==> src/lbhp_pkg.sv <==
// Shared constants, register codes and types for the lane base histogram peak unit.
// No dependencies; every other file but lbhp_ram uses this package.
`timescale 1ns / 1ps
package lbhp_pkg;

    localparam int MAX_WIDTH  = 2048;
    localparam int MAX_HEIGHT = 2048;
    localparam int COL_W      = $clog2(MAX_WIDTH);
    localparam int ROW_W      = $clog2(MAX_HEIGHT);
    // Wide enough for any clamped dimension and any raw register value
    localparam int DIM_W      = 14;
    localparam int CFG_W      = 12;
    localparam int BAND_W     = 11;
    localparam int CNT_W      = 11;
    localparam int POS_W      = 11;
    localparam int ADDR_W     = 4;
    localparam int DATA_W     = 32;

    localparam logic [CNT_W-1:0]  CNT_MAX          = '1;
    localparam logic [CFG_W-1:0]  WIDTH_RESET      = CFG_W'(640);
    localparam logic [CFG_W-1:0]  HEIGHT_RESET     = CFG_W'(480);
    localparam logic [BAND_W-1:0] BAND_RESET       = BAND_W'(264);

    typedef enum logic [1:0] {
        REG_FRAME_WIDTH  = 2'd0,
        REG_FRAME_HEIGHT = 2'd1,
        REG_BAND_HEIGHT  = 2'd2
    } reg_idx_t;

    typedef struct packed {
        logic [DIM_W-1:0] width;
        logic [DIM_W-1:0] height;
        logic [DIM_W-1:0] mid;
        logic [DIM_W-1:0] first_row;
        logic [DIM_W-1:0] last_row;
    } limits_t;

    typedef struct packed {
        logic [COL_W-1:0] col;
        logic             edge_bit;
        logic             in_band;
        logic             band_first;
        logic             band_last;
        logic             left_half;
        logic             col_zero;
        logic             col_mid;
        logic             col_end;
    } tag_t;

endpackage

==> src/lbhp_scan.sv <==
// Raster row and column counters; classifies the offered pixel against the band limits.
// Depends on lbhp_pkg.
`timescale 1ns / 1ps
module lbhp_scan (
    input  logic                        clk,
    input  logic                        rst_n,
    input  logic                        accept,
    input  logic                        edge_pixel,
    input  logic                        frame_start,
    input  lbhp_pkg::limits_t           limits,
    output lbhp_pkg::tag_t              tag,
    output logic [lbhp_pkg::COL_W-1:0]  rd_addr
);
    import lbhp_pkg::*;

    logic [COL_W-1:0] col_reg, col_next, col_cur;
    logic [ROW_W-1:0] row_reg, row_next, row_cur;
    logic [DIM_W-1:0] col_ext, row_ext;
    logic             col_last;

    always_ff @(posedge clk or negedge rst_n)
    begin
        if (!rst_n)
        begin
            col_reg <= '0;
            row_reg <= '0;
        end
        else
        begin
            col_reg <= col_next;
            row_reg <= row_next;
        end
    end

    always_comb
    begin
        // A frame start pixel is taken as row 0, column 0
        col_cur  = frame_start ? '0 : col_reg;
        row_cur  = frame_start ? '0 : row_reg;
        col_ext  = DIM_W'(col_cur);
        row_ext  = DIM_W'(row_cur);
        col_last = (col_ext + DIM_W'(1)) >= limits.width;

        tag.col        = col_cur;
        tag.edge_bit   = edge_pixel;
        tag.in_band    = (col_ext < limits.width) && (row_ext >= limits.first_row)
                         && (row_ext <= limits.last_row);
        tag.band_first = (row_ext == limits.first_row);
        tag.band_last  = (row_ext == limits.last_row);
        tag.left_half  = (col_ext < limits.mid);
        tag.col_zero   = (col_cur == '0);
        tag.col_mid    = (col_ext == limits.mid);
        tag.col_end    = col_last;
        rd_addr        = col_cur;

        col_next = col_reg;
        row_next = row_reg;
        if (accept)
        begin
            if (col_last)
            begin
                col_next = '0;
                if ((row_ext + DIM_W'(1)) >= limits.height)
                    row_next = '0;
                else
                    row_next = ROW_W'(row_ext + DIM_W'(1));
            end
            else
            begin
                col_next = COL_W'(col_ext + DIM_W'(1));
                row_next = row_cur;
            end
        end
    end

endmodule

==> config.mk <==
export PLATFORM = sky130hd
export DESIGN_NAME = lbhp_scan
export DESIGN_NICKNAME = d
export VERILOG_FILES = /design/src/lbhp_pkg.sv /design/src/lbhp_scan.sv
export SDC_FILE = /design/constraint.sdc
export NUM_CORES = 1
export LEC_CHECK = 0
export ABC_AREA = 1
export BUFFER_PORTS_ARGS = -buffer_cell sky130_fd_sc_hd__buf_2
export CORE_UTILIZATION = 54
export CTS_BUF_LIST = sky130_fd_sc_hd__clkbuf_16
export DETAILED_ROUTE_END_ITERATION = 7
export GPL_TIMING_DRIVEN = 0
export PLACE_DENSITY_LB_ADDON = 0.12
export SLEW_MARGIN = 5
export SYNTH_ARGS = -nofsm -noshare
export SYNTH_HDL_FRONTEND = slang
export SYNTH_SLANG_ARGS = --single-unit
==> constraint.sdc <==
create_clock -name clk -period 4.7 [get_ports clk]
set_input_delay 1.175 -clock clk [delete_from_list [all_inputs] [get_ports clk]]
set_output_delay 1.175 -clock clk [all_outputs]
set_load 0.1 [all_outputs]
## Yosys cells after proc, flatten, opt, wreduce, memory -nomap -nowiden

Index checks and enable logic that the tools add are counted.

- Output and inout bits: 30
- Register bits after elaboration: 22
- Input bits: 75

- Equal/unequal tests: 3
- Reduce and logical (&&, ||, !) cells: 3
- Add/subtract/negate cells: 2
- Magnitude comparators: 6
- Muxes and demuxes: 5

Operators by type and width:

| cell | number |
|---|---|
| 11-bit two-way mux | 5 |
| 11-bit by 14-bit == test with 1-bit output | 3 |
| 14-bit greater-or-equal comparator | 2 |
| 11-bit by 14-bit less-than comparator with 1-bit output | 2 |
| 11-bit by 1-bit adder with 12-bit output, second input constant | 2 |
| 11-bit by 14-bit greater-or-equal comparator with 1-bit output | 1 |
| 11-bit by 14-bit <= comparator with 1-bit output | 1 |
| 11-bit zero test | 1 |
| 1-bit logical AND | 2 |

## Logic depth before layout (Yosys ltp)

Gate-level depths: netlist of the first run.

- Word-level depth: 5
- Depth in mapped cells: 22
- Depth with buffers taken out: 20

## Worst setup path before layout of the first run

No wires, ideal clock.

- Path kind: input-to-output
- Start: in frame_start
- End: out tag[1] (netlist name)
- Path slack: -2885 ps
- Data arrival time: 6410 ps
- Stages: 7
- Required time: 3525 ps
- Path through: buf_6 buf_6 nor2_1 inv_1 ha_1 nand3_1 nor4_1

RTL lines:

| item | line | text |
|---|---|---|
| start: declaration | lbhp_scan.sv:9 | `input logic frame_start,` |
| end: declaration | lbhp_scan.sv:11 | `output lbhp_pkg::tag_t tag,` |

## Final worst setup path of the first run

- Start: in frame_start
- End: out tag[0] (netlist name)

- Cells in the longest elaborated chain, start to end: 3

RTL lines:

| item | line | text |
|---|---|---|
| 11-bit two-way mux | lbhp_scan.sv:38 | `col_cur = frame_start ? '0 : col_reg;` |
| 11-bit by 1-bit adder with 12-bit output | - |  |
| 14-bit greater-or-equal comparator | lbhp_scan.sv:42 | `col_last = (col_ext + DIM_W'(1)) >= limits.width;` |

No other way between the ends.

==> flow_summary.html, run 1 <==
<table>
<tr><th>Metric</th><th>Value</th></tr>
<tr><th colspan="2">Finish</th></tr>
<tr><td>Total area of multi-input combinational cells</td><td>0.002655 mm2</td></tr>
<tr><td>Filler Cell Count</td><td>569</td></tr>
<tr><td>Fraction of layout instances using a drive strength above 1</td><td>27.96%</td></tr>
<tr><td>Final instance count without filler cells</td><td>778</td></tr>
<tr><td>Antenna diode count</td><td>0</td></tr>
<tr><td>Final cell utilization of the core</td><td>73.10%</td></tr>
<tr><td>Relative area change from synthesis to final layout</td><td>28.93%</td></tr>
<tr><td># nets final</td><td>843</td></tr>
<tr><td>Register area</td><td>550.5 um2</td></tr>
<tr><th colspan="2">Route</th></tr>
<tr><td>Via count</td><td>3,987</td></tr>
<tr><td>Overall routed net length</td><td>9.759 mm</td></tr>
<tr><td>DR vias/cell</td><td>5.125</td></tr>
<tr><td>DRT antenna net count</td><td>0</td></tr>
<tr><td>Wire per inst</td><td>12.54 um</td></tr>
<tr><td>Iteration-0 DRC count of the detailed router</td><td>357</td></tr>
<tr><td>DRC violation count after routing</td><td>10</td></tr>
<tr><td>Pre-Repair DR Iteration Count</td><td>8</td></tr>
<tr><th colspan="2">Min path</th></tr>
<tr><td>Path category of the worst min-delay check</td><td>reg2reg</td></tr>
<tr><th colspan="2">Synth</th></tr>
<tr><td>Top FF cell, synth</td><td>sky130_fd_sc_hd__dfrtp_1</td></tr>
<tr><td>Syn_nets</td><td>718</td></tr>
<tr><td>Distinct cell type count of the synthesized netlist</td><td>36</td></tr>
<tr><td>Cells after Synth</td><td>578</td></tr>
<tr><td>Most frequently used cell type in the post-synthesis netlist</td><td>sky130_fd_sc_hd__nand2_1</td></tr>
<tr><td>Flops &amp; latches, synth</td><td>22</td></tr>
<tr><td>Post-synth ARST share</td><td>100.0%</td></tr>
<tr><td>Dominant cells by area after synthesis</td><td>sky130_fd_sc_hd__ha_1 22%, sky130_fd_sc_hd__dfrtp_1 15%, sky130_fd_sc_hd__nand2_1 15%</td></tr>
<tr><td>Proportion of netlist area held by the largest area contributor</td><td>22.34%</td></tr>
<tr><td>Ys Warns</td><td>0</td></tr>
<tr><td>Number of synthesized flops with an enable pin</td><td>0</td></tr>
<tr><td>Dominant cell type by area after synthesis</td><td>sky130_fd_sc_hd__ha_1</td></tr>
<tr><td>Top cells by count, synth</td><td>145 x sky130_fd_sc_hd__nand2_1, 125 x sky130_fd_sc_hd__inv_1, 65 x sky130_fd_sc_hd__ha_1</td></tr>
<tr><td>Sequential element share of the synthesized area</td><td>15.12%</td></tr>
<tr><td>Cell area after technology mapping</td><td>0.003641 mm2</td></tr>
<tr><td>Syn avg cell area</td><td>6.299 um2</td></tr>
<tr><th colspan="2">GRT</th></tr>
<tr><td>Overall overflow remaining after global route</td><td>0</td></tr>
<tr><td>Pin count of the biggest net entering global routing</td><td>23</td></tr>
<tr><td>Global-route wire length before repair</td><td>16.07 mm</td></tr>
<tr><td>Via count of the first global-routing pass</td><td>3,651</td></tr>
<tr><td>Initial antenna violation count</td><td>0</td></tr>
<tr><td>Combined global-route utilization of all metal layers</td><td>27.73%</td></tr>
<tr><th colspan="2">Floorplan</th></tr>
<tr><td>Top-level port count</td><td>105</td></tr>
<tr><td>Initial core utilization</td><td>56.69%</td></tr>
<tr><td>Die outline area</td><td>0.007075 mm2</td></tr>
<tr><td>Number of cell rows</td><td>29</td></tr>
<tr><td>Die Height</td><td>84.12 um</td></tr>
<tr><td>Floorplan die width</td><td>84.12 um</td></tr>
<tr><td>Area of the core region</td><td>0.006422 mm2</td></tr>
<tr><th colspan="2">STA</th></tr>
<tr><td>Remaining max-slew budget at the tightest pin</td><td>63.96%</td></tr>
<tr><td>Clock tree skew after final layout</td><td>1.937 ps</td></tr>
<tr><td>Final setup TNS</td><td>0 ps</td></tr>
<tr><td>Unrepaired setup endpoints after global routing</td><td>true</td></tr>
<tr><td>Tmin final</td><td>4611 ps</td></tr>
<tr><td>Period utilisation layout</td><td>98.10%</td></tr>
<tr><td>Setup-violating endpoint count in the final report</td><td>0</td></tr>
<tr><td>Measured slew at the worst slew-check pin</td><td>540.6 ps</td></tr>
<tr><td>Min setup slack post-route</td><td>89.50 ps</td></tr>
<tr><td>Number of hold violations in the final report</td><td>0</td></tr>
<tr><td>Maximum operating frequency</td><td>0.2169 GHz</td></tr>
<tr><td>Pins Over Slew Limit</td><td>0</td></tr>
<tr><th colspan="2">Placed design</th></tr>
<tr><td>Total placed cells including tap cells</td><td>758</td></tr>
<tr><td>Weighted congestion reported at the end of routability-driven placement</td><td>0.8621</td></tr>
<tr><td># port buffers</td><td>103</td></tr>
<tr><td>Setup slack after placement</td><td>-425.6 ps</td></tr>
<tr><td>DPL Wire Length</td><td>7.820 mm</td></tr>
<tr><th colspan="2">Outcome</th></tr>
<tr><td>Failing checks</td><td>DRC</td></tr>
<tr><td>Outcome</td><td>finished, violations left</td></tr>
<tr><th colspan="2">Clock tree</th></tr>
<tr><td>Max Buffers Root-to-Sink</td><td>2</td></tr>
<tr><td>Clock root buffer</td><td>sky130_fd_sc_hd__clkbuf_16</td></tr>
<tr><td>Clock tree from TritonCTS</td><td>built</td></tr>
<tr><td>CTS clk-pin slew, worst paths</td><td>60 ps</td></tr>
<tr><td>Number of buffers inserted during clock tree synthesis</td><td>3</td></tr>
<tr><td>Clock latency on the worst-skew pair</td><td>250 ps</td></tr>
<tr><td>Number of clock sinks seen by CTS</td><td>22</td></tr>
<tr><td>H-tree depth reported by CTS</td><td>1</td></tr>
<tr><th colspan="2">Power</th></tr>
<tr><td>Total power per unit cell area</td><td>127.3 mW/mm2</td></tr>
<tr><td>Final Power</td><td>0.0005978 W</td></tr>
<tr><td>Leakage power summed over all cells</td><td>2.938 nW</td></tr>
<tr><td>Maximum ir drop on the vdd rail</td><td>0.0001164 V</td></tr>
<tr><th colspan="2">Critical path</th></tr>
<tr><td>Crit path required time</td><td>3520 ps</td></tr>
<tr><td>Largest driver fanout on the critical path</td><td>15</td></tr>
<tr><td>Setup crit end kind</td><td>output port</td></tr>
<tr><td>Crit start category</td><td>primary input</td></tr>
<tr><td>Critical path class</td><td>in2out</td></tr>
<tr><td>Worst reg-to-reg setup slack</td><td>1700 ps</td></tr>
<tr><td>Crit path arrival time</td><td>3440 ps</td></tr>
<tr><th colspan="2">Flow run</th></tr>
<tr><td>Number of violations of the max-capacitance limit</td><td>0</td></tr>
</table>
per-stage QoR:
stage | hold slack (ps) | instance area, um2
global route | 541.7 | 4695
finish | 514.1 | 4695
CTS | 506.2 | 4603
detailed placement | 487.8 | 4431
global placement | 478.5 | 4431
floorplan | 459.1 | 3819
critical path: stages:
cell	delay (ps)
sky130_fd_sc_hd__buf_4	150
sky130_fd_sc_hd__buf_12	170
sky130_fd_sc_hd__nor2_4	130
sky130_fd_sc_hd__ha_4	170
sky130_fd_sc_hd__nand3_4	90
sky130_fd_sc_hd__nor2_4	160
sky130_fd_sc_hd__nand2_2	80
sky130_fd_sc_hd__o21ai_1	150
sky130_fd_sc_hd__nand2_1	110
sky130_fd_sc_hd__ha_1	310
sky130_fd_sc_hd__nand2_1	80
sky130_fd_sc_hd__nor2_1	60
sky130_fd_sc_hd__a21boi_2	190
sky130_fd_sc_hd__nand3_4	100
sky130_fd_sc_hd__buf_12	130
sky130_fd_sc_hd__buf_12	150
logic make-up after synthesis:
kind of cell    Yosys count  synth area share [%]
fa+ha+maj                65                 22.34
buf+inv                 151                 17.56
xor+xnor                  8                 1.924
simple gates            283                 35.43
flops                    22                 15.12
compound gates           49                 7.629
layout by cell type (no fill, tap or decap), drive strengths merged, types with 2 or more instances in the layout:
| master | Yosys | final |
|---|---|---|
| nand4 | 9 | 9 |
| nand2 | 149 | 149 |
| nor4 | 5 | 5 |
| nor3 | 5 | 5 |
| dfrtp | 22 | 22 |
| xor2 | 7 | 7 |
| nor2 | 72 | 72 |
| or2 | 2 | 2 |
| o22ai | 6 | 6 |
| o21ai | 15 | 15 |
| nand3 | 39 | 39 |
| clkbuf | 2 | 5 |
| inv | 130 | 130 |
| a22oi | 2 | 2 |
| ha | 65 | 65 |
| o21bai | 4 | 4 |
| buf | 18 | 138 |
| a21oi | 18 | 18 |
routing by layer:
layer | vias to the layer above | share of wire [%] | track usage, %
met5 | - | 0 | 0
met3 | 4 | 6.9 | 4.550
met4 | 0 | 0.43 | 1.881
li1 | 2042 | - | -
met1 | 1814 | 43 | 35.71
met2 | 127 | 49 | 50.67
where the power goes:
part	total (W)	internal, W	switching, W	leakage (nW)
sequential	0.000196	0.000193	0.00000275	0.303
clock	0.000182	0.000113	0.0000698	0.0370
combinational	0.000220	0.0000763	0.000143	2.60
total	0.000598	0.000382	0.000216	2.94
cell type report:
cell class	instances	area share (%)
multi-input combinational	405	56.56
timing repair buffer	121	14.23
sequential	22	11.73
inverter	131	10.47
buffer	19	3.358
tap	77	2.052
clock buffer	3	1.599
final timing paths:
| check | start | end | cells after the start |
|---|---|---|---|
| worst min register to register | row_reg[10] | row_reg[10] | 2 |
| worst max-delay path | frame_start | tag[0] | 16 |
| worst max register to register | col_reg[2] | row_reg[1] | 19 |
| min in group asynchronous | rst_n | row_reg[6] | 1 |
| worst min-delay path | row_reg[10] | row_reg[10] | 2 |
| max in group asynchronous | rst_n | row_reg[3] | 1 |
timing repair:
action / in CTS / in global routing
setup endpoints to repair: 1 / 2
hold endpoints to repair: 0 / 0
hold buffers: 0 / 0
pin swaps: 6 / 11
gates resized for setup: 10 / 6
setup buffers: 9 / 9
Power figures use the tool's default switching activity.
==> run 2, diff against run 1 <==
Settings changed: SETUP_SLACK_MARGIN set to 0.1.
==> run 2 against run 1 <==
The run ends with DRC, setup timing left; clock skew grew 1.2 ps; worst hold slack gained 2.3 ps; register-to-register slack lost 900 ps; sequential share of layout area shrank 0.78 points; wire length grew 8.8%; combinational power grew 7%; clock power is essentially flat; die area is the same; sequential power is essentially flat; highest routed layer unchanged.
==> flow_summary.html, run 2 (synthesized netlist as in run 1, its figures left out) <==
<table>
<tr><th>Metric</th><th>Value</th></tr>
<tr><th colspan="2">Min path</th></tr>
<tr><td>Worst hold path startpoint</td><td>col_reg[6]</td></tr>
<tr><td>Path category of the worst min-delay check</td><td>reg2reg</td></tr>
<tr><td>Number of instances on the worst hold path</td><td>2</td></tr>
<tr><td>Worst hold endpoint</td><td>col_reg[6]</td></tr>
<tr><th colspan="2">Route</th></tr>
<tr><td>DR vias/cell</td><td>5.093</td></tr>
<tr><td>DRT antenna net count</td><td>0</td></tr>
<tr><td>Pre-Repair DR Iteration Count</td><td>7</td></tr>
<tr><td>Iteration-0 DRC count of the detailed router</td><td>306</td></tr>
<tr><td>Wire per inst</td><td>13.20 um</td></tr>
<tr><td>DRC violation count after routing</td><td>15</td></tr>
<tr><td>Overall routed net length</td><td>10.62 mm</td></tr>
<tr><td>Via count</td><td>4,095</td></tr>
<tr><th colspan="2">Placed design</th></tr>
<tr><td>Setup slack after placement</td><td>-447.5 ps</td></tr>
<tr><td>DPL Wire Length</td><td>7.545 mm</td></tr>
<tr><td># port buffers</td><td>103</td></tr>
<tr><td>Weighted congestion reported at the end of routability-driven placement</td><td>0.8608</td></tr>
<tr><th colspan="2">Critical path</th></tr>
<tr><td>Critical path class</td><td>in2out</td></tr>
<tr><td>Critical register-to-register path endpoint</td><td>col_reg[8]</td></tr>
<tr><td>Crit path arrival time</td><td>3670 ps</td></tr>
<tr><td>Setup crit end kind</td><td>output port</td></tr>
<tr><td>Largest driver fanout on the critical path</td><td>6</td></tr>
<tr><td>R2r startpoint</td><td>col_reg[1]</td></tr>
<tr><td>Slowest-stage cell, CP</td><td>sky130_fd_sc_hd__ha_1</td></tr>
<tr><td>Worst reg-to-reg setup slack</td><td>800 ps</td></tr>
<tr><td>Crit path required time</td><td>3520 ps</td></tr>
<tr><td>Count of cells along the worst register-to-register path</td><td>28</td></tr>
<tr><td>Delay of the slowest cell on the worst path</td><td>320 ps</td></tr>
<tr><td>Crit start category</td><td>primary input</td></tr>
<tr><td>Most Frequent Cell on Critical Path</td><td>sky130_fd_sc_hd__buf_12</td></tr>
<tr><td>Critical path's top delay family</td><td>simple AND/OR/NAND/NOR gates</td></tr>
<tr><td>Number of buffer and inverter stages on the critical path</td><td>4</td></tr>
<tr><td>Ordered cell list for the critical path</td><td>buf_12 -&gt; buf_16 -&gt; nor2_4 -&gt; nand2_2 -&gt; nor3_4 -&gt; nand3_2 -&gt; xor2_2 -&gt; ha_1 -&gt; a21oi_1 -&gt; nand2_1 -&gt; a21boi_2 -&gt; nand3_4 -&gt; buf_12 -&gt; buf_12</td></tr>
<tr><th colspan="2">GRT</th></tr>
<tr><td>Global-route wire length before repair</td><td>16.58 mm</td></tr>
<tr><td>Pin count of the biggest net entering global routing</td><td>23</td></tr>
<tr><td>Overall overflow remaining after global route</td><td>0</td></tr>
<tr><td>Initial antenna violation count</td><td>0</td></tr>
<tr><td>Combined global-route utilization of all metal layers</td><td>28.82%</td></tr>
<tr><td>Via count of the first global-routing pass</td><td>3,701</td></tr>
<tr><th colspan="2">STA</th></tr>
<tr><td>Number of hold violations in the final report</td><td>0</td></tr>
<tr><td>Maximum operating frequency</td><td>0.2066 GHz</td></tr>
<tr><td>Clock tree skew after final layout</td><td>3.155 ps</td></tr>
<tr><td>Setup-violating endpoint count in the final report</td><td>2</td></tr>
<tr><td>Tmin final</td><td>4841 ps</td></tr>
<tr><td>Unrepaired setup endpoints after global routing</td><td>true</td></tr>
<tr><td>Final setup TNS</td><td>-162.6 ps</td></tr>
<tr><td>Measured slew at the worst slew-check pin</td><td>636.0 ps</td></tr>
<tr><td>WHS</td><td>516.5 ps</td></tr>
<tr><td>Pins Over Slew Limit</td><td>0</td></tr>
<tr><td>Period utilisation layout</td><td>103.0%</td></tr>
<tr><td>Remaining max-slew budget at the tightest pin</td><td>57.60%</td></tr>
<tr><td>Min setup slack post-route</td><td>-140.6 ps</td></tr>
<tr><th colspan="2">Power</th></tr>
<tr><td>Total power per unit cell area</td><td>122.3 mW/mm2</td></tr>
<tr><td>Leakage power summed over all cells</td><td>3.071 nW</td></tr>
<tr><td>Maximum ir drop on the vdd rail</td><td>0.0001105 V</td></tr>
<tr><th colspan="2">Finish</th></tr>
<tr><td>Fraction of layout instances using a drive strength above 1</td><td>31.91%</td></tr>
<tr><td>Highest-count cells in the layout ignoring fill and taps</td><td>142 x sky130_fd_sc_hd__nand2_1, 124 x sky130_fd_sc_hd__inv_1, 101 x sky130_fd_sc_hd__buf_2</td></tr>
<tr><td>Antenna diode count</td><td>0</td></tr>
<tr><td>Relative area change from synthesis to final layout</td><td>38.11%</td></tr>
<tr><td>Most frequent standard cell in the layout excluding fill and tap cells</td><td>sky130_fd_sc_hd__nand2_1</td></tr>
<tr><td># nets final</td><td>869</td></tr>
<tr><th colspan="2">Clock tree</th></tr>
<tr><td>Clock tree from TritonCTS</td><td>built</td></tr>
<tr><td>Number of clock sinks seen by CTS</td><td>22</td></tr>
<tr><td>Max Buffers Root-to-Sink</td><td>2</td></tr>
<tr><td>Clock latency on the worst-skew pair</td><td>260 ps</td></tr>
<tr><td>Number of buffers inserted during clock tree synthesis</td><td>3</td></tr>
<tr><td>CTS clk-pin slew, worst paths</td><td>60 ps</td></tr>
<tr><td>H-tree depth reported by CTS</td><td>1</td></tr>
<tr><td>Clock root buffer</td><td>sky130_fd_sc_hd__clkbuf_16</td></tr>
<tr><th colspan="2">Floorplan</th></tr>
<tr><td>Number of cell rows</td><td>29</td></tr>
<tr><td>Top-level port count</td><td>105</td></tr>
<tr><td>Initial core utilization</td><td>56.69%</td></tr>
<tr><td>Die Height</td><td>84.12 um</td></tr>
<tr><td>Area of the core region</td><td>0.006422 mm2</td></tr>
<tr><td>Die outline area</td><td>0.007075 mm2</td></tr>
<tr><td>Floorplan die width</td><td>84.12 um</td></tr>
<tr><th colspan="2">Flow run</th></tr>
<tr><td>Number of violations of the max-capacitance limit</td><td>0</td></tr>
<tr><th colspan="2">Outcome</th></tr>
<tr><td>Outcome</td><td>finished, violations left</td></tr>
<tr><td>Failing checks</td><td>DRC, setup timing</td></tr>
</table>
-- run 2: per-stage QoR --
stage	std cells	util, %	total power [W]	cell area (um2)
after floorplan	578	-	0.0003467	3846
after global placement	758	69.41	0.0004039	4458
after detailed placement	758	69.41	0.0004109	4458
after CTS	792	75.08	0.0006031	4822
after global routing	804	78.30	0.0006436	5029
final	804	78.30	0.0006148	5029
-- run 2: power breakdown --
group / leakage, nW / switching, W / internal, W
clock network: 0.0370 / 0.0000717 / 0.000113
registers: 0.303 / 0.00000228 / 0.000193
logic: 2.73 / 0.000149 / 0.0000862
total: 3.07 / 0.000223 / 0.000392
-- run 2: final cells by class --
class	count	area [um2]
Tap cell	77	96.34
Sequential cell	22	550.5
Timing Repair Buffer	146	908.4
Clock buffer	3	75.07
Inverter	131	491.7
Fill cell	486	1394
Buffer	20	185.2
Multi-Input combinational cell	405	2721
-- run 2: worst max-delay path by stage --
stage | startpoint | end | slack [ps] | cells after the start
3_5_place_dp | frame_start | tag[0] | -450 | 17
4_1_cts | frame_start | tag[0] | -20 | 17
3_3_place_gp | frame_start | tag[0] | -420 | 17
6_report | frame_start | tag[0] | -140 | 14
5_1_grt | frame_start | tag[0] | -280 | 15
2_1_floorplan | frame_start | tag[0] | -190 | 18
-- run 2: worst register-to-register path: cells and delay by family, from the launching register on --
family	cells	cell delay [ps]
AO/OA/AOI/OAI	2	180
adder cells (fa/ha/maj)	1	170
buffers and inverters	20	2430
flip-flops	1	360
AND/OR/NAND/NOR	5	670
-- run 2: routing by layer --
metal / GRT usage, % / wire length [um]
met3: 3.066 / 741
met1: 38.21 / 4531
met2: 50.60 / 5145
met5: 0 / 0
met4: 6.113 / 197
-- run 2: timing repair --
| item | CTS | global route |
|---|---|---|
| gates resized for setup | 13 | 19 |
| endpoints found under the setup margin | 2 | 3 |
| buffers inserted | 31 | 13 |
| hold buffers | 0 | 0 |
| pin swaps | 14 | 19 |
==> run 3, diff against run 2 <==
Settings changed: BUFFER_PORTS_ARGS -buffer_cell sky130_fd_sc_hd__buf_2 to -buffer_cell sky130_fd_sc_hd__buf_4, CORE_UTILIZATION 54 to 49.
Clock period 4.7 ns to 4.4 ns, I/O delays scaled along.
==> run 3 against run 2 <==
The flow finishes with violations (setup timing); global-route usage decreased by 1.5 points; non-clock buffer count rose by 1; sequential share of layout area decreased by 0.63 points; clock power is 8% higher; die area rose by 9.9%; utilization fell by 4.4 points; worst setup slack improved by 30 ps; cell area is 6.1% higher; first-iteration DRC count shrank 8.5%; sequential power grew 7%; critical path type unchanged; largest cell class unchanged.
==> flow_summary.html, run 3 (synthesized netlist as in run 1, its figures left out) <==
<table>
<tr><th>Metric</th><th>Value</th></tr>
<tr><th colspan="2">Placed design</th></tr>
<tr><td>Post-placement cell area</td><td>0.004726 mm2</td></tr>
<tr><td>Weighted congestion reported at the end of routability-driven placement</td><td>0.8338</td></tr>
<tr><td># port buffers</td><td>103</td></tr>
<tr><td>DPL Wire Length</td><td>7.834 mm</td></tr>
<tr><th colspan="2">Route</th></tr>
<tr><td>DR vias/cell</td><td>4.988</td></tr>
<tr><td>DRT antenna net count</td><td>0</td></tr>
<tr><td>Overall routed net length</td><td>10.43 mm</td></tr>
<tr><td>Wire per inst</td><td>12.60 um</td></tr>
<tr><td>DRC violation count after routing</td><td>0</td></tr>
<tr><td>Pre-Repair DR Iteration Count</td><td>4</td></tr>
<tr><td>Iteration-0 DRC count of the detailed router</td><td>280</td></tr>
<tr><td>Via count</td><td>4,130</td></tr>
<tr><th colspan="2">STA</th></tr>
<tr><td>Remaining max-slew budget at the tightest pin</td><td>64.13%</td></tr>
<tr><td>Maximum operating frequency</td><td>0.2217 GHz</td></tr>
<tr><td>Number of hold violations in the final report</td><td>0</td></tr>
<tr><td>Final setup TNS</td><td>-110.3 ps</td></tr>
<tr><td>Setup-violating endpoint count in the final report</td><td>1</td></tr>
<tr><td>Clock tree skew after final layout</td><td>2.504 ps</td></tr>
<tr><td>Pins Over Slew Limit</td><td>0</td></tr>
<tr><td>Unrepaired setup endpoints after global routing</td><td>true</td></tr>
<tr><td>Period utilisation layout</td><td>102.5%</td></tr>
<tr><td>Measured slew at the worst slew-check pin</td><td>538.0 ps</td></tr>
<tr><td>Min setup slack post-route</td><td>-110.3 ps</td></tr>
<tr><td>Tmin final</td><td>4510 ps</td></tr>
<tr><th colspan="2">Floorplan</th></tr>
<tr><td>Top-level port count</td><td>105</td></tr>
<tr><td>Die Height</td><td>88.20 um</td></tr>
<tr><td>Area of the core region</td><td>0.007214 mm2</td></tr>
<tr><td>Floorplan die width</td><td>88.20 um</td></tr>
<tr><td>Initial core utilization</td><td>50.47%</td></tr>
<tr><td>Die outline area</td><td>0.007779 mm2</td></tr>
<tr><td>Number of cell rows</td><td>31</td></tr>
<tr><th colspan="2">Finish</th></tr>
<tr><td>Register area</td><td>550.5 um2</td></tr>
<tr><td>Filler Cell Count</td><td>598</td></tr>
<tr><td>Most frequent standard cell in the layout excluding fill and tap cells</td><td>sky130_fd_sc_hd__buf_4</td></tr>
<tr><td>Antenna diode count</td><td>0</td></tr>
<tr><td>Total area of multi-input combinational cells</td><td>0.002730 mm2</td></tr>
<tr><td>Final standard cell area without fillers</td><td>0.005334 mm2</td></tr>
<tr><td>Fraction of layout instances using a drive strength above 1</td><td>32.37%</td></tr>
<tr><td>Highest-count cells in the layout ignoring fill and taps</td><td>147 x sky130_fd_sc_hd__buf_4, 140 x sky130_fd_sc_hd__nand2_1, 123 x sky130_fd_sc_hd__inv_1</td></tr>
<tr><td># nets final</td><td>870</td></tr>
<tr><td>Relative area change from synthesis to final layout</td><td>46.49%</td></tr>
<tr><th colspan="2">Power</th></tr>
<tr><td>Reported net switching power</td><td>0.0002377 W</td></tr>
<tr><td>Comb pwr share</td><td>39.7%</td></tr>
<tr><td>Fraction of power spent switching nets</td><td>35.13%</td></tr>
<tr><td>Total power per unit cell area</td><td>126.8 mW/mm2</td></tr>
<tr><td>Clock network fraction of total power</td><td>29.4%</td></tr>
<tr><td>Maximum ir drop on the vdd rail</td><td>0.0001382 V</td></tr>
<tr><td>Cell-internal power</td><td>0.0004388 W</td></tr>
<tr><td>Leakage power summed over all cells</td><td>3.175 nW</td></tr>
<tr><td>Sequential cell fraction of total power</td><td>30.9%</td></tr>
<tr><th colspan="2">GRT</th></tr>
<tr><td>Via count of the first global-routing pass</td><td>3,793</td></tr>
<tr><td>Global-route wire length before repair</td><td>16.97 mm</td></tr>
<tr><td>Global Route met1 Usage</td><td>37.26%</td></tr>
<tr><td>Met3 track utilization from global routing</td><td>2.545%</td></tr>
<tr><td>Global routing's busiest layer</td><td>met2</td></tr>
<tr><td>Pin count of the biggest net entering global routing</td><td>23</td></tr>
<tr><td>Overall overflow remaining after global route</td><td>0</td></tr>
<tr><td>Met2 GRT Util</td><td>47.06%</td></tr>
<tr><td>Combined global-route utilization of all metal layers</td><td>27.30%</td></tr>
<tr><td>Initial antenna violation count</td><td>0</td></tr>
<tr><th colspan="2">Critical path</th></tr>
<tr><td>Slowest-stage cell, CP</td><td>sky130_fd_sc_hd__ha_1</td></tr>
<tr><td>Count of cells along the worst register-to-register path</td><td>26</td></tr>
<tr><td>Delay of the slowest cell on the worst path</td><td>310 ps</td></tr>
<tr><td>Setup crit end kind</td><td>output port</td></tr>
<tr><td>Critical path class</td><td>in2out</td></tr>
<tr><td>R2r startpoint</td><td>col_reg[5]</td></tr>
<tr><td>Critical register-to-register path endpoint</td><td>col_reg[10]</td></tr>
<tr><td>Largest driver fanout on the critical path</td><td>7</td></tr>
<tr><td>Ordered cell list for the critical path</td><td>buf_8 -&gt; buf_12 -&gt; buf_4 -&gt; nor2_8 -&gt; inv_2 -&gt; nor2_1 -&gt; nand3_2 -&gt; xor2_2 -&gt; inv_1 -&gt; ha_1 -&gt; nand2_1 -&gt; nand2_1 -&gt; nand2_1 -&gt; nand2_2 -&gt; a21boi_2 -&gt; nand3_2 -&gt; buf_12 -&gt; buf_12</td></tr>
<tr><td>Worst setup path startpoint</td><td>frame_start</td></tr>
<tr><td>Crit path arrival time</td><td>3410 ps</td></tr>
<tr><td>Worst setup endpoint</td><td>tag[0]</td></tr>
<tr><td>Crit path required time</td><td>3300 ps</td></tr>
<tr><td>Crit start category</td><td>primary input</td></tr>
<tr><td>Worst reg-to-reg setup slack</td><td>990 ps</td></tr>
<tr><th colspan="2">Outcome</th></tr>
<tr><td>Failing checks</td><td>setup timing</td></tr>
<tr><td>Outcome</td><td>finished, violations left</td></tr>
<tr><th colspan="2">Clock tree</th></tr>
<tr><td>Clock tree from TritonCTS</td><td>built</td></tr>
<tr><td>Clock latency on the worst-skew pair</td><td>260 ps</td></tr>
<tr><td>CTS clk-pin slew, worst paths</td><td>60 ps</td></tr>
<tr><td>Number of buffers inserted during clock tree synthesis</td><td>3</td></tr>
<tr><td>Post-CTS Hold Fix Bufs</td><td>0</td></tr>
<tr><td>Number of clock sinks seen by CTS</td><td>22</td></tr>
<tr><td>H-tree depth reported by CTS</td><td>1</td></tr>
<tr><td>Clock root buffer</td><td>sky130_fd_sc_hd__clkbuf_16</td></tr>
<tr><td>Max Buffers Root-to-Sink</td><td>2</td></tr>
<tr><th colspan="2">Flow run</th></tr>
<tr><td>Number of violations of the max-capacitance limit</td><td>0</td></tr>
<tr><th colspan="2">Min path</th></tr>
<tr><td>Path category of the worst min-delay check</td><td>reg2reg</td></tr>
</table>
[run 3: area by class of cell]
class,count,area share [%]
plain buffers,20,3.331
clock buffers,3,1.407
clock inverters,1,0.07037
inverters,131,9.289
multi-input cells,405,51.18
flip-flops and latches,22,10.32
well taps,99,2.322
repair buffers,147,22.07
[run 3: repair_timing]
action                                  in CTS  in global routing
gates resized for setup                     17                 28
gates cloned                                 0                  0
pin swaps                                   10                 23
buffers inserted                            28                 21
endpoints found under the setup margin       2                  4
[run 3: per-layer routing]
metal	wire, um	share of wire (%)	vias to the layer above
met5	0	0	-
met3	617	5.9	23
met2	5066	49	158
met4	222	2.1	0
li1	-	-	2096
met1	4524	43	1853
[run 3: power by group through the flow]
stage                     combinational, W  clock (W)  sequential [W]
after global routing              0.000294   0.000208        0.000209
after CTS                         0.000260   0.000200        0.000209
after global placement            0.000243          0        0.000212
final                             0.000269   0.000199        0.000209
after detailed placement          0.000250          0        0.000213
after floorplan                   0.000158          0        0.000212
[run 3: critical path: cells and delay by family]
kind,cells,cell delay [ps]
AOI/OAI and AO/OA,1,160
buffers and inverters,7,820
and+or+nand+nor,8,800
adders and majority gates,1,310
xor gates and xnor gates,1,220
[run 3: worst min path at each step]
stage	startpoint	to	cells past startpoint
2_1_floorplan	col_reg[6]	col_reg[6]	2
3_3_place_gp	col_reg[6]	col_reg[6]	2
3_5_place_dp	col_reg[6]	col_reg[6]	2
4_1_cts	col_reg[6]	col_reg[6]	2
5_1_grt	row_reg[6]	row_reg[6]	2
6_report	col_reg[6]	col_reg[6]	2
[run 3: metrics by stage]
stage / power [W] / cells / utilization [%] / setup WS (ps) / hold slack (ps)
floorplan: 0.0003704 / 578 / - / -336.4 / 459.1
global placement: 0.0004558 / 780 / 65.50 / -390.8 / 477.9
detailed placement: 0.0004629 / 780 / 65.50 / -429.0 / 490.3
CTS: 0.0006683 / 812 / 70.43 / -125.5 / 505.3
global route: 0.0007121 / 828 / 73.93 / -216.9 / 551.8
finish: 0.0006765 / 828 / 73.93 / -110.3 / 509.3
